--- config.mk ---
export PLATFORM = sky130hd
export DESIGN_NAME = adb_mouse_device_responder
export DESIGN_NICKNAME = d
export VERILOG_FILES = /design/src/rtl/adbm_pkg.sv /design/src/rtl/adb_mouse_device_responder.sv /design/src/rtl/adbm_core.sv
export VERILOG_INCLUDE_DIRS = /design/src /design/src/rtl
export SDC_FILE = /design/constraint.sdc
export NUM_CORES = 1
export LEC_CHECK = 0
export BUFFER_PORTS_ARGS = -buffer_cell sky130_fd_sc_hd__buf_4
export CAP_MARGIN = 20
export CORE_ASPECT_RATIO = 2
export CORE_UTILIZATION = 40
export DETAILED_ROUTE_END_ITERATION = 10
export MAX_ROUTING_LAYER = met4
export PLACE_DENSITY = 0.63
export RECOVER_POWER = 25
export SYNTH_ARGS = -nofsm -noshare
export SYNTH_HDL_FRONTEND = slang
export SYNTH_SLANG_ARGS = --single-unit
--- constraint.sdc ---
create_clock -name clock -period 9.1 [get_ports clock]
set_clock_uncertainty 0.05 [all_clocks]
set_input_delay 0 -clock clock [delete_from_list [all_inputs] [get_ports clock]]
set_output_delay 0 -clock clock [all_outputs]
set_load 0.01 [all_outputs]
--- src/rtl/adb_mouse_device_responder_assert.svh ---
// ----------------------------------------------------------------------------
// adb mouse device responder assertion macros
// concurrent assertion helpers, compiled out with NO_ASSERTIONS
// ----------------------------------------------------------------------------
`ifndef ADB_MOUSE_DEVICE_RESPONDER_ASSERT_SVH
`define ADB_MOUSE_DEVICE_RESPONDER_ASSERT_SVH

`ifndef NO_ASSERTIONS

// same-cycle implication
`define ADBM_ASSERT_NOW(label, clk, rst, ante, cons, msg) \
   label: assert property (@(posedge clk) disable iff (rst) (ante) |-> (cons)) \
      else $error(msg);

// next-cycle implication
`define ADBM_ASSERT_NEXT(label, clk, rst, ante, cons, msg) \
   label: assert property (@(posedge clk) disable iff (rst) (ante) |=> (cons)) \
      else $error(msg);

`else

`define ADBM_ASSERT_NOW(label, clk, rst, ante, cons, msg)

`define ADBM_ASSERT_NEXT(label, clk, rst, ante, cons, msg)

`endif

`endif

--- src/rtl/adbm_pkg.sv ---
// ----------------------------------------------------------------------------
// adb mouse package
// shared types, command codes and reset defaults of the mouse responder
// ----------------------------------------------------------------------------
`timescale 1ns / 1ps

package adbm_pkg;

   localparam logic [3:0] DEFAULT_ADDRESS = 4'd3;
   localparam logic [7:0] DEFAULT_HANDLER = 8'd2;

   localparam logic [1:0] REG_MOTION = 2'd0;
   localparam logic [1:0] REG_ID     = 2'd3;

   localparam logic [7:0] LISTEN_KEEP  = 8'hFE;
   localparam logic [7:0] ID_HIGH_BITS = 8'h60;

   localparam logic signed [15:0] REPORT_MAX = 16'sd63;
   localparam logic signed [15:0] REPORT_MIN = -16'sd64;
   localparam logic signed [15:0] SUM_MAX    = 16'sh7FFF;
   localparam logic signed [15:0] SUM_MIN    = 16'sh8000;

   typedef enum logic [2:0] {
      CMD_MOVE   = 3'd0,
      CMD_TALK   = 3'd1,
      CMD_LISTEN = 3'd2,
      CMD_FLUSH  = 3'd3,
      CMD_RESET  = 3'd4
   } cmd_type;

   typedef struct packed {
      cmd_type            cmd;
      logic [1:0]         reg_sel;
      logic [15:0]        listen_word;
      logic signed [7:0]  move_dx;
      logic signed [7:0]  move_dy;
      logic               button_down;
   } item_type;

   typedef struct packed {
      logic [3:0]         dev_address;
      logic [7:0]         dev_handler;
      logic signed [15:0] sum_dx;
      logic signed [15:0] sum_dy;
      logic               pressed;
      logic               press_changed;
   } state_type;

   typedef struct packed {
      logic        reply_valid;
      logic [15:0] reply_word;
   } reply_type;

   localparam state_type STATE_DEFAULT = '{
      dev_address:   DEFAULT_ADDRESS,
      dev_handler:   DEFAULT_HANDLER,
      sum_dx:        16'sd0,
      sum_dy:        16'sd0,
      pressed:       1'b0,
      press_changed: 1'b0
   };

endpackage

--- src/rtl/adb_mouse_device_responder.sv ---
// ----------------------------------------------------------------------------
// adb mouse device responder
// device side of a desktop-bus mouse: motion accumulation and talk replies
// ----------------------------------------------------------------------------
// req channel carries one command or move event per transaction; every talk
// produces exactly one rsp transaction (reply_valid 0 means no answer),
// all other commands produce none
// a transaction is captured in an input register and executed against the
// device state when it leaves that register, its reply landing in the output
// register, from which it is presented on rsp
// throughput is one transaction per cycle while req_stall is low, set by the
// state update between the input register and the state registers
// while a reply waits under rsp_stall, non-talk transactions keep flowing;
// a talk waiting behind it holds in the input register and req_stall rises
// synchronous reset empties both registers and loads the default address,
// handler and zero motion; req_stall is low out of reset
// ----------------------------------------------------------------------------
`timescale 1ns / 1ps

`include "adb_mouse_device_responder_assert.svh"

module adb_mouse_device_responder (
   input  logic              clock,
   input  logic              reset,
   input  logic              req_valid,
   output logic              req_stall,
   input  logic [2:0]        req_cmd,
   input  logic [1:0]        req_reg_sel,
   input  logic [15:0]       req_listen_word,
   input  logic signed [7:0] req_move_dx,
   input  logic signed [7:0] req_move_dy,
   input  logic              req_button_down,
   output logic              rsp_valid,
   input  logic              rsp_stall,
   output logic              rsp_reply_valid,
   output logic [15:0]       rsp_reply_word
);

   logic                in_vld_ff;
   logic                in_vld_in;
   adbm_pkg::item_type  in_item_ff;
   adbm_pkg::item_type  in_item_in;
   adbm_pkg::item_type  req_item;
   adbm_pkg::state_type state_ff;
   adbm_pkg::state_type state_in;
   adbm_pkg::state_type core_state;
   adbm_pkg::reply_type core_reply;
   logic                out_vld_ff;
   logic                out_vld_in;
   adbm_pkg::reply_type out_reply_ff;
   adbm_pkg::reply_type out_reply_in;
   logic                accept;
   logic                in_talk;
   logic                advance;
   logic                fire;

   assign req_item = '{
      cmd:         adbm_pkg::cmd_type'(req_cmd),
      reg_sel:     req_reg_sel,
      listen_word: req_listen_word,
      move_dx:     req_move_dx,
      move_dy:     req_move_dy,
      button_down: req_button_down
   };

   adbm_core u_core (
      .item      (in_item_ff),
      .cur_state (state_ff),
      .nxt_state (core_state),
      .reply     (core_reply)
   );

   // handshake and flow control
   assign in_talk   = (in_item_ff.cmd == adbm_pkg::CMD_TALK);
   assign advance   = !in_talk || !out_vld_ff || !rsp_stall;
   assign fire      = in_vld_ff && advance;
   assign req_stall = in_vld_ff && !advance;
   assign accept    = req_valid && !req_stall;

   assign in_vld_in  = accept || (in_vld_ff && !fire);
   assign in_item_in = accept ? req_item : in_item_ff;
   assign state_in   = fire ? core_state : state_ff;

   always_comb begin
      out_vld_in   = out_vld_ff;
      out_reply_in = out_reply_ff;
      if (fire && in_talk) begin
         out_vld_in   = 1'b1;
         out_reply_in = core_reply;
      end else if (!rsp_stall) begin
         out_vld_in = 1'b0;
      end
   end

   always_ff @(posedge clock) begin
      if (reset) begin
         in_vld_ff  <= 1'b0;
         out_vld_ff <= 1'b0;
         state_ff   <= adbm_pkg::STATE_DEFAULT;
      end else begin
         in_vld_ff  <= in_vld_in;
         out_vld_ff <= out_vld_in;
         state_ff   <= state_in;
      end
   end

   always_ff @(posedge clock) begin
      in_item_ff   <= in_item_in;
      out_reply_ff <= out_reply_in;
   end

   assign rsp_valid       = out_vld_ff;
   assign rsp_reply_valid = out_reply_ff.reply_valid;
   assign rsp_reply_word  = out_reply_ff.reply_word;

   // assertions
   `ADBM_ASSERT_NOW(a_no_reply_zero, clock, reset,
      rsp_valid && !rsp_reply_valid, rsp_reply_word == 16'd0,
      "reply word not zero without reply")
   `ADBM_ASSERT_NOW(a_talk_held, clock, reset,
      in_vld_ff && in_talk && rsp_valid && rsp_stall, req_stall,
      "talk transaction taken over a stalled reply")
   `ADBM_ASSERT_NEXT(a_reset_cmd, clock, reset,
      fire && in_item_ff.cmd == adbm_pkg::CMD_RESET,
      state_ff == adbm_pkg::STATE_DEFAULT,
      "reset command did not restore defaults")
   `ADBM_ASSERT_NEXT(a_listen_keeps_motion, clock, reset,
      fire && in_item_ff.cmd == adbm_pkg::CMD_LISTEN,
      $stable(state_ff.sum_dx) && $stable(state_ff.sum_dy)
         && $stable(state_ff.press_changed),
      "listen changed motion state")

endmodule

--- src/rtl/adbm_core.sv ---
// ----------------------------------------------------------------------------
// adb mouse command core
// next device state and talk reply for one command or move event
// ----------------------------------------------------------------------------
`timescale 1ns / 1ps

module adbm_core (
   input  adbm_pkg::item_type  item,
   input  adbm_pkg::state_type cur_state,
   output adbm_pkg::state_type nxt_state,
   output adbm_pkg::reply_type reply
);

   logic [16:0]        wide_dx;
   logic [16:0]        wide_dy;
   logic signed [15:0] sat_dx;
   logic signed [15:0] sat_dy;
   logic signed [15:0] rep_dx;
   logic signed [15:0] rep_dy;
   logic               has_motion;
   logic [7:0]         lsn_addr;
   logic [7:0]         lsn_handler;

   // saturating accumulate
   always_comb begin
      wide_dx = {cur_state.sum_dx[15], cur_state.sum_dx}
              + {{9{item.move_dx[7]}}, item.move_dx};
      wide_dy = {cur_state.sum_dy[15], cur_state.sum_dy}
              + {{9{item.move_dy[7]}}, item.move_dy};
      if (wide_dx[16] != wide_dx[15]) begin
         sat_dx = wide_dx[16] ? adbm_pkg::SUM_MIN : adbm_pkg::SUM_MAX;
      end else begin
         sat_dx = wide_dx[15:0];
      end
      if (wide_dy[16] != wide_dy[15]) begin
         sat_dy = wide_dy[16] ? adbm_pkg::SUM_MIN : adbm_pkg::SUM_MAX;
      end else begin
         sat_dy = wide_dy[15:0];
      end
   end

   // report clamp
   always_comb begin
      priority if (cur_state.sum_dx > adbm_pkg::REPORT_MAX) begin
         rep_dx = adbm_pkg::REPORT_MAX;
      end else if (cur_state.sum_dx < adbm_pkg::REPORT_MIN) begin
         rep_dx = adbm_pkg::REPORT_MIN;
      end else begin
         rep_dx = cur_state.sum_dx;
      end
      priority if (cur_state.sum_dy > adbm_pkg::REPORT_MAX) begin
         rep_dy = adbm_pkg::REPORT_MAX;
      end else if (cur_state.sum_dy < adbm_pkg::REPORT_MIN) begin
         rep_dy = adbm_pkg::REPORT_MIN;
      end else begin
         rep_dy = cur_state.sum_dy;
      end
   end

   assign has_motion  = (cur_state.sum_dx != 16'sd0) || (cur_state.sum_dy != 16'sd0)
                      || cur_state.press_changed;
   assign lsn_addr    = item.listen_word[15:8];
   assign lsn_handler = item.listen_word[7:0];

   always_comb begin
      nxt_state = cur_state;
      reply     = '0;
      unique case (item.cmd)
         adbm_pkg::CMD_MOVE: begin
            nxt_state.sum_dx = sat_dx;
            nxt_state.sum_dy = sat_dy;
            if (item.button_down != cur_state.pressed) begin
               nxt_state.pressed       = item.button_down;
               nxt_state.press_changed = 1'b1;
            end
         end
         adbm_pkg::CMD_TALK: begin
            if (item.reg_sel == adbm_pkg::REG_MOTION) begin
               if (has_motion) begin
                  nxt_state.sum_dx        = cur_state.sum_dx - rep_dx;
                  nxt_state.sum_dy        = cur_state.sum_dy - rep_dy;
                  nxt_state.press_changed = 1'b0;
                  reply.reply_valid       = 1'b1;
                  reply.reply_word        = {~cur_state.pressed, rep_dy[6:0],
                                             1'b1, rep_dx[6:0]};
               end
            end else if (item.reg_sel == adbm_pkg::REG_ID) begin
               reply.reply_valid = 1'b1;
               reply.reply_word  = {adbm_pkg::ID_HIGH_BITS | {4'd0, cur_state.dev_address},
                                    cur_state.dev_handler};
            end
         end
         adbm_pkg::CMD_LISTEN: begin
            if (item.reg_sel == adbm_pkg::REG_ID) begin
               if (lsn_addr != 8'd0 && lsn_addr != adbm_pkg::LISTEN_KEEP) begin
                  nxt_state.dev_address = lsn_addr[3:0];
               end
               if (lsn_handler != 8'd0 && lsn_handler != adbm_pkg::LISTEN_KEEP) begin
                  nxt_state.dev_handler = lsn_handler;
               end
            end
         end
         adbm_pkg::CMD_FLUSH: begin
            nxt_state.sum_dx        = 16'sd0;
            nxt_state.sum_dy        = 16'sd0;
            nxt_state.press_changed = 1'b0;
         end
         adbm_pkg::CMD_RESET: begin
            nxt_state = adbm_pkg::STATE_DEFAULT;
         end
         default: begin
            nxt_state = cur_state;
         end
      endcase
   end

endmodule

# Yosys cells after proc, flatten, opt, wreduce, memory -nomap -nowiden
# Index checks and enable logic that the tools add are counted.
# classes
add_sub_neg,4
bitwise_logic,1
magnitude_cmp,4
n_reduce_logical,33
muxes,25
n_eq_ne,17
# op_table
operator,count
16-bit 2-to-1 mux,8
32-bit one-hot mux with 3 select lines,1
32-bit 2-to-1 mux,2
17-bit 2-to-1 mux,3
16-bit by 8-bit adder with 17-bit output,2
"16-bit by 7-bit greater-than comparator with 1-bit output, second input constant",2
"16-bit by 7-bit < comparator with 1-bit output, second input constant",2
16-bit nonzero test,2
16-bit subtractor,2
12-bit one-hot mux with 2 select lines,1
"8-bit inequality test, second input constant",2
8-bit nonzero test,2
"2-bit by 1-bit inequality test with 1-bit output, second input constant",7
12-bit 2-to-1 mux,1
4-bit AND reduction,3
8-bit 2-to-1 mux,1
1-bit logical AND,7
"3-bit by 2-bit == test with 1-bit output, second input constant",2
1-bit logical NOT,6
1-bit logical OR,5
5-bit AND reduction,1
1-bit 2-to-1 mux,4
4-bit 2-to-1 mux,1
2-bit nonzero test,2
13 further kinds,15
# word_totals
in_bits,42
elab_cells,100
out_inout_bits,19
regBits,103

# Logic depth before layout (Yosys ltp)
# logic_depth
word_depth,9
ltp_mapped,16
mapped_depth_nobuf,15

# Cells and area by module
# A second synthesis with hierarchy kept.
# hier_totals
hier_cells,1041
hier_area_um2,9266.4
# modules_own_cells
mod,area_each_um2,seq_area_each_um2,instances,cells_each
adb_mouse_device_responder,4737.0,2612.5,1,392
adbm_core,4529.3,0.0,1,649

# Worst setup path after synthesis
# OpenSTA, ideal clock, no wires.
# synth_timing
path_kind,reg-to-reg
from,register state_ff[17] (netlist name)
to,register state_ff[10] (netlist name)
required_ps,8918
path_buffers,3
path_slack_ps,5182
stages_incl_launch_ff,17
synth_period_minus_slack_ps,3918
setup_time_ps,132
arrival_time_ps,3735
path_cell_list,dfxtp_1 > clkbuf_1 > nand4_1 > or3_1 > ha_1 > clkbuf_1 > clkbuf_1 > o21ai_0 > ha_1 > fa_1 > nand3b_1 > a221oi_1 > o21ai_0 > a21bo_2 > a21o_1 > a32oi_1 > a21oi_1
# synth_via
elab_chain_len,7
word_cells_on_any_way,17
classes_between,add/sub (2); order compare (2); eq/ne (2); mux (7); reduce/logical (4)
# synth_rtl
item,line_no,text
from (decl),adb_mouse_device_responder.sv:44,adbm_pkg::state_type state_ff;
from (signal assigned),adb_mouse_device_responder.sv:99,state_ff <= adbm_pkg::STATE_DEFAULT;
from (signal assigned),adb_mouse_device_responder.sv:103,state_ff <= state_in;
16-bit by 7-bit < comparator with 1-bit output,adbm_core.sv:53,end else if (cur_state.sum_dy < adbm_pkg::REPORT_MIN) begin
16-bit 2-to-1 mux,adbm_core.sv:53,
16-bit 2-to-1 mux,adbm_core.sv:51,priority if (cur_state.sum_dy > adbm_pkg::REPORT_MAX) begin
16-bit subtractor,adbm_core.sv:81,nxt_state.sum_dy = cur_state.sum_dy - rep_dy;
32-bit 2-to-1 mux,adbm_core.sv:79,if (has_motion) begin
32-bit 2-to-1 mux,adbm_core.sv:78,if (item.reg_sel == adbm_pkg::REG_MOTION) begin
32-bit one-hot mux with 3 select lines,adbm_core.sv:68,unique case (item.cmd)
# Parallel ways exist; a longest one is shown, timed or not. The select of a mux whose other input is x is not followed.
# A chain may end at the register's enable or synchronous reset.

# Worst setup path in the final report
# layout_timing
from,register state_ff[33] (netlist name)
to,register state_ff[32] (netlist name)
# layout_via
elab_chain_len,7
word_cells_on_any_way,17
classes_between,add/sub (2); order compare (2); eq/ne (2); mux (7); reduce/logical (4)
# layout_rtl
item,line_no,text
16-bit by 7-bit < comparator with 1-bit output,adbm_core.sv:46,end else if (cur_state.sum_dx < adbm_pkg::REPORT_MIN) begin
16-bit 2-to-1 mux,adbm_core.sv:46,
16-bit 2-to-1 mux,adbm_core.sv:44,priority if (cur_state.sum_dx > adbm_pkg::REPORT_MAX) begin
16-bit subtractor,adbm_core.sv:80,nxt_state.sum_dx = cur_state.sum_dx - rep_dx;
32-bit 2-to-1 mux,adbm_core.sv:79,
32-bit 2-to-1 mux,adbm_core.sv:78,
32-bit one-hot mux with 3 select lines,adbm_core.sv:68,
# Parallel ways exist; a longest one is shown, timed or not. The select of a mux whose other input is x is not followed.

==> results.toml <==
[route]
drc_errors = 0
routedWlPerCell_um = 18.5
postRouteAntennaNets = 0
drt-initial-drc-count = 341
drt-total-wl_um = 22000
num_vias = 7173
via_per_inst = 6.03
first_pass_iters = 7

[min_path]
hold_class = "input pin to flop"

[floorplan]
start_util_pct = 41.0
num_rows = 70
core_region_area_um2 = 18300
die_area_um2 = 19400
die_w_um = 98.9
dieHeight_um = 196
io-pin-count = 61

[clock_tree]
cts_max_level = 3
cts_sinks = 103
numCtsBuffers = 9
cts_root_buf = "clkbuf_16"
cts_tree = "yes"
insertion_delay_ns = 0.37
clk_pin_slew_worst_paths_ns = 0.08
clk_path_buf_depth = 2

[sta]
rsz0062_at_grt = "false"
clock.fmax_mhz = 225
finalSetupViolCount = 0
slew_headroom_pct = 33.8
slew_violations = 0
hold_violations = 0
tns_ns = 0
worst_slew_pin_slew_ns = 0.991
min_period_ns = 4.44
finalCritPeriodShare_pct = 48.7

[power]
power_mw = 1.41
ir_drop_uv = 145
p_leak_nw = 3.58
powerDensity_nw_per_um2 = 158

[cells_and_area]
nets = 1075
final_cell_mix = "o21ai_0, a21oi_1, nand2_1, nor2_1, ha_1"
diodes = 0
syn_to_final_growth_pct = 19.3
layout_commonest_cell = "o21ai_0"
drive_gt1_share_pct = 11.0

[setup_path]
rrSetupSlack_ns = 4.66
end_kind = "flop"
worstPathArrival_ns = 4.68
path_max_fanout = 14
worstPathRequired_ns = 9.34
critPathKind = "flop to flop"
crit_path_start_kind = "flop"

[synth]
ys.flop_type = "edfxtp_1"
synthDistinctLibCells = 74
syn_nets = 983
avgSynthCellArea_um2 = 8.57
synth_edf_count = 55
ys_seq_area_share_pct = 34.8
netlist_area_um2 = 7510
ys_ff_latch = 103
async_flop_share_pct = 0
syn_inst = 876
yosys_warnings = 0
synth_largest_area_cell = "edfxtp_1"
synth.area.top_cells = "edfxtp_1, dfxtp_1, ha_1"
synth_top_area_share_pct = 22.0

[job]
maxCapViolCount = 0

[place]
dp_hpwl_um = 16500
place.gp.congestion = 0.935
io_buffers = 60

[grt]
grt_pass1_wl_um = 35200
grt_pass1_vias = 7036
grtUsageTotal_pct = 24.1
grt-ovfl-total = 0
antenna_found_initial = 0
grt_max_degree = 39

[status]
status = "finished clean"
[metal layers]
metal | routed length [µm] | share of wire, % | global-route usage, % | vias to the layer above
li1 | - | - | - | 3519
met1 | 7880 | 36 | 22.5 | 3407
met2 | 12600 | 57 | 46.2 | 168
met3 | 416 | 1.9 | 2.32 | 79
met4 | 1160 | 5.3 | 14.8 | 0
met5 | 0 | 0 | - | -
[critical path, cell delays in order (launching register included)]
cell and delay (ns):
dfxtp_1 0.63, nand2_1 0.09, or3_1 0.39, ha_1 0.54
clkinv_1 0.33, a21oi_1 0.31, inv_1 0.09, fa_1 0.44
nor2b_1 0.19, o2111ai_1 0.18, o211ai_4 0.20, a21oi_2 0.15
o21ai_2 0.18, nand4_1 0.14, a2111o_1 0.40, o211ai_2 0.07
[path summary, 6_finish.rpt]
path	startpoint	to	depth (start not counted)
worst max-delay path	state_ff[33]$_SDFFE_PP0P_	state_ff[32]$_SDFFE_PP0P_	15
worst min-delay path	req_move_dx[0]	in_item_ff[9]$_DFFE_PP_	2
worst max register to register	state_ff[33]$_SDFFE_PP0P_	state_ff[32]$_SDFFE_PP0P_	15
worst min register to register	state_ff[36]$_SDFFE_PP0P_	state_ff[36]$_SDFFE_PP0P_	2
[logic make-up after synthesis]
kind of cell	after synthesis	synth area share (%)
AO/OA/AOI/OAI	326	27.9
AND/OR/NAND/NOR	276	18.3
flip-flops	103	34.8
buffers and inverters	72	3.65
adder cells (fa/ha/maj)	65	11.2
XOR/XNOR	29	3.38
multiplexers	5	0.683
[timing repair]
| action | in CTS | in global routing |
|---|---|---|
| endpoints found under the hold margin | 54 | 0 |
| setup buffers | 0 | 0 |
| gates resized for setup | 0 | 0 |
| hold buffers | 42 | 0 |
[registers in the layout, indices dropped and copies added (netlist names)]
signal and count:
in_item_ff 38, in_vld_ff 1, rsp_reply_valid 1, rsp_reply_word 16
rsp_valid 1, state_ff 46
[synthesized netlist by cell type (5+ instances only)]
| library cell | number |
|---|---|
| a21o_1 | 22 |
| a21oi_1 | 84 |
| a221oi_1 | 10 |
| a22oi_1 | 7 |
| a31oi_1 | 19 |
| a32oi_1 | 6 |
| a41oi_1 | 5 |
| and3_1 | 8 |
| clkbuf_1 | 30 |
| dfxtp_1 | 48 |
| edfxtp_1 | 55 |
| ha_1 | 61 |
| inv_1 | 37 |
| nand2_1 | 65 |
| nand2b_1 | 7 |
| nand3_1 | 30 |
| nand3b_1 | 6 |
| nand4_1 | 12 |
| nor2_1 | 66 |
| nor2b_1 | 15 |
| nor3_1 | 25 |
| nor4_1 | 12 |
| o211ai_1 | 6 |
| o21a_1 | 14 |
| o21ai_0 | 89 |
| o21ai_1 | 6 |
| o21bai_1 | 5 |
| o31ai_1 | 7 |
| or3_1 | 10 |
| or3b_2 | 6 |
| xnor2_1 | 22 |
| xor2_1 | 7 |
[where the power goes]
part	switching, mW	internal (mW)
Combinational	0.268	0.193
Sequential	0.0279	0.510
Clock	0.196	0.220
Total	0.492	0.923
[area by class of cell]
class	instances	area [µm²]
Inverter	38	143
Sequential cell	103	2610
Clock inverter	7	85.1
Timing Repair Buffer	115	986
Fill cell	1750	9350
Tap cell	216	270
Multi-Input combinational cell	701	4640
Clock buffer	9	225
[through the flow]
stage	hold WS [ns]	worst slack [ns]	util [%]	area, µm²	instances
floorplan	0.0489	5.18	-	7510	876
global placement	0.128	4.87	44.7	8190	1128
detailed placement	0.129	4.75	44.7	8190	1128
CTS	0.290	4.72	48.7	8920	1186
global route	0.311	4.34	48.9	8960	1189
finish	0.310	4.66	48.9	8960	1189
(Power assumes the default switching activity.)
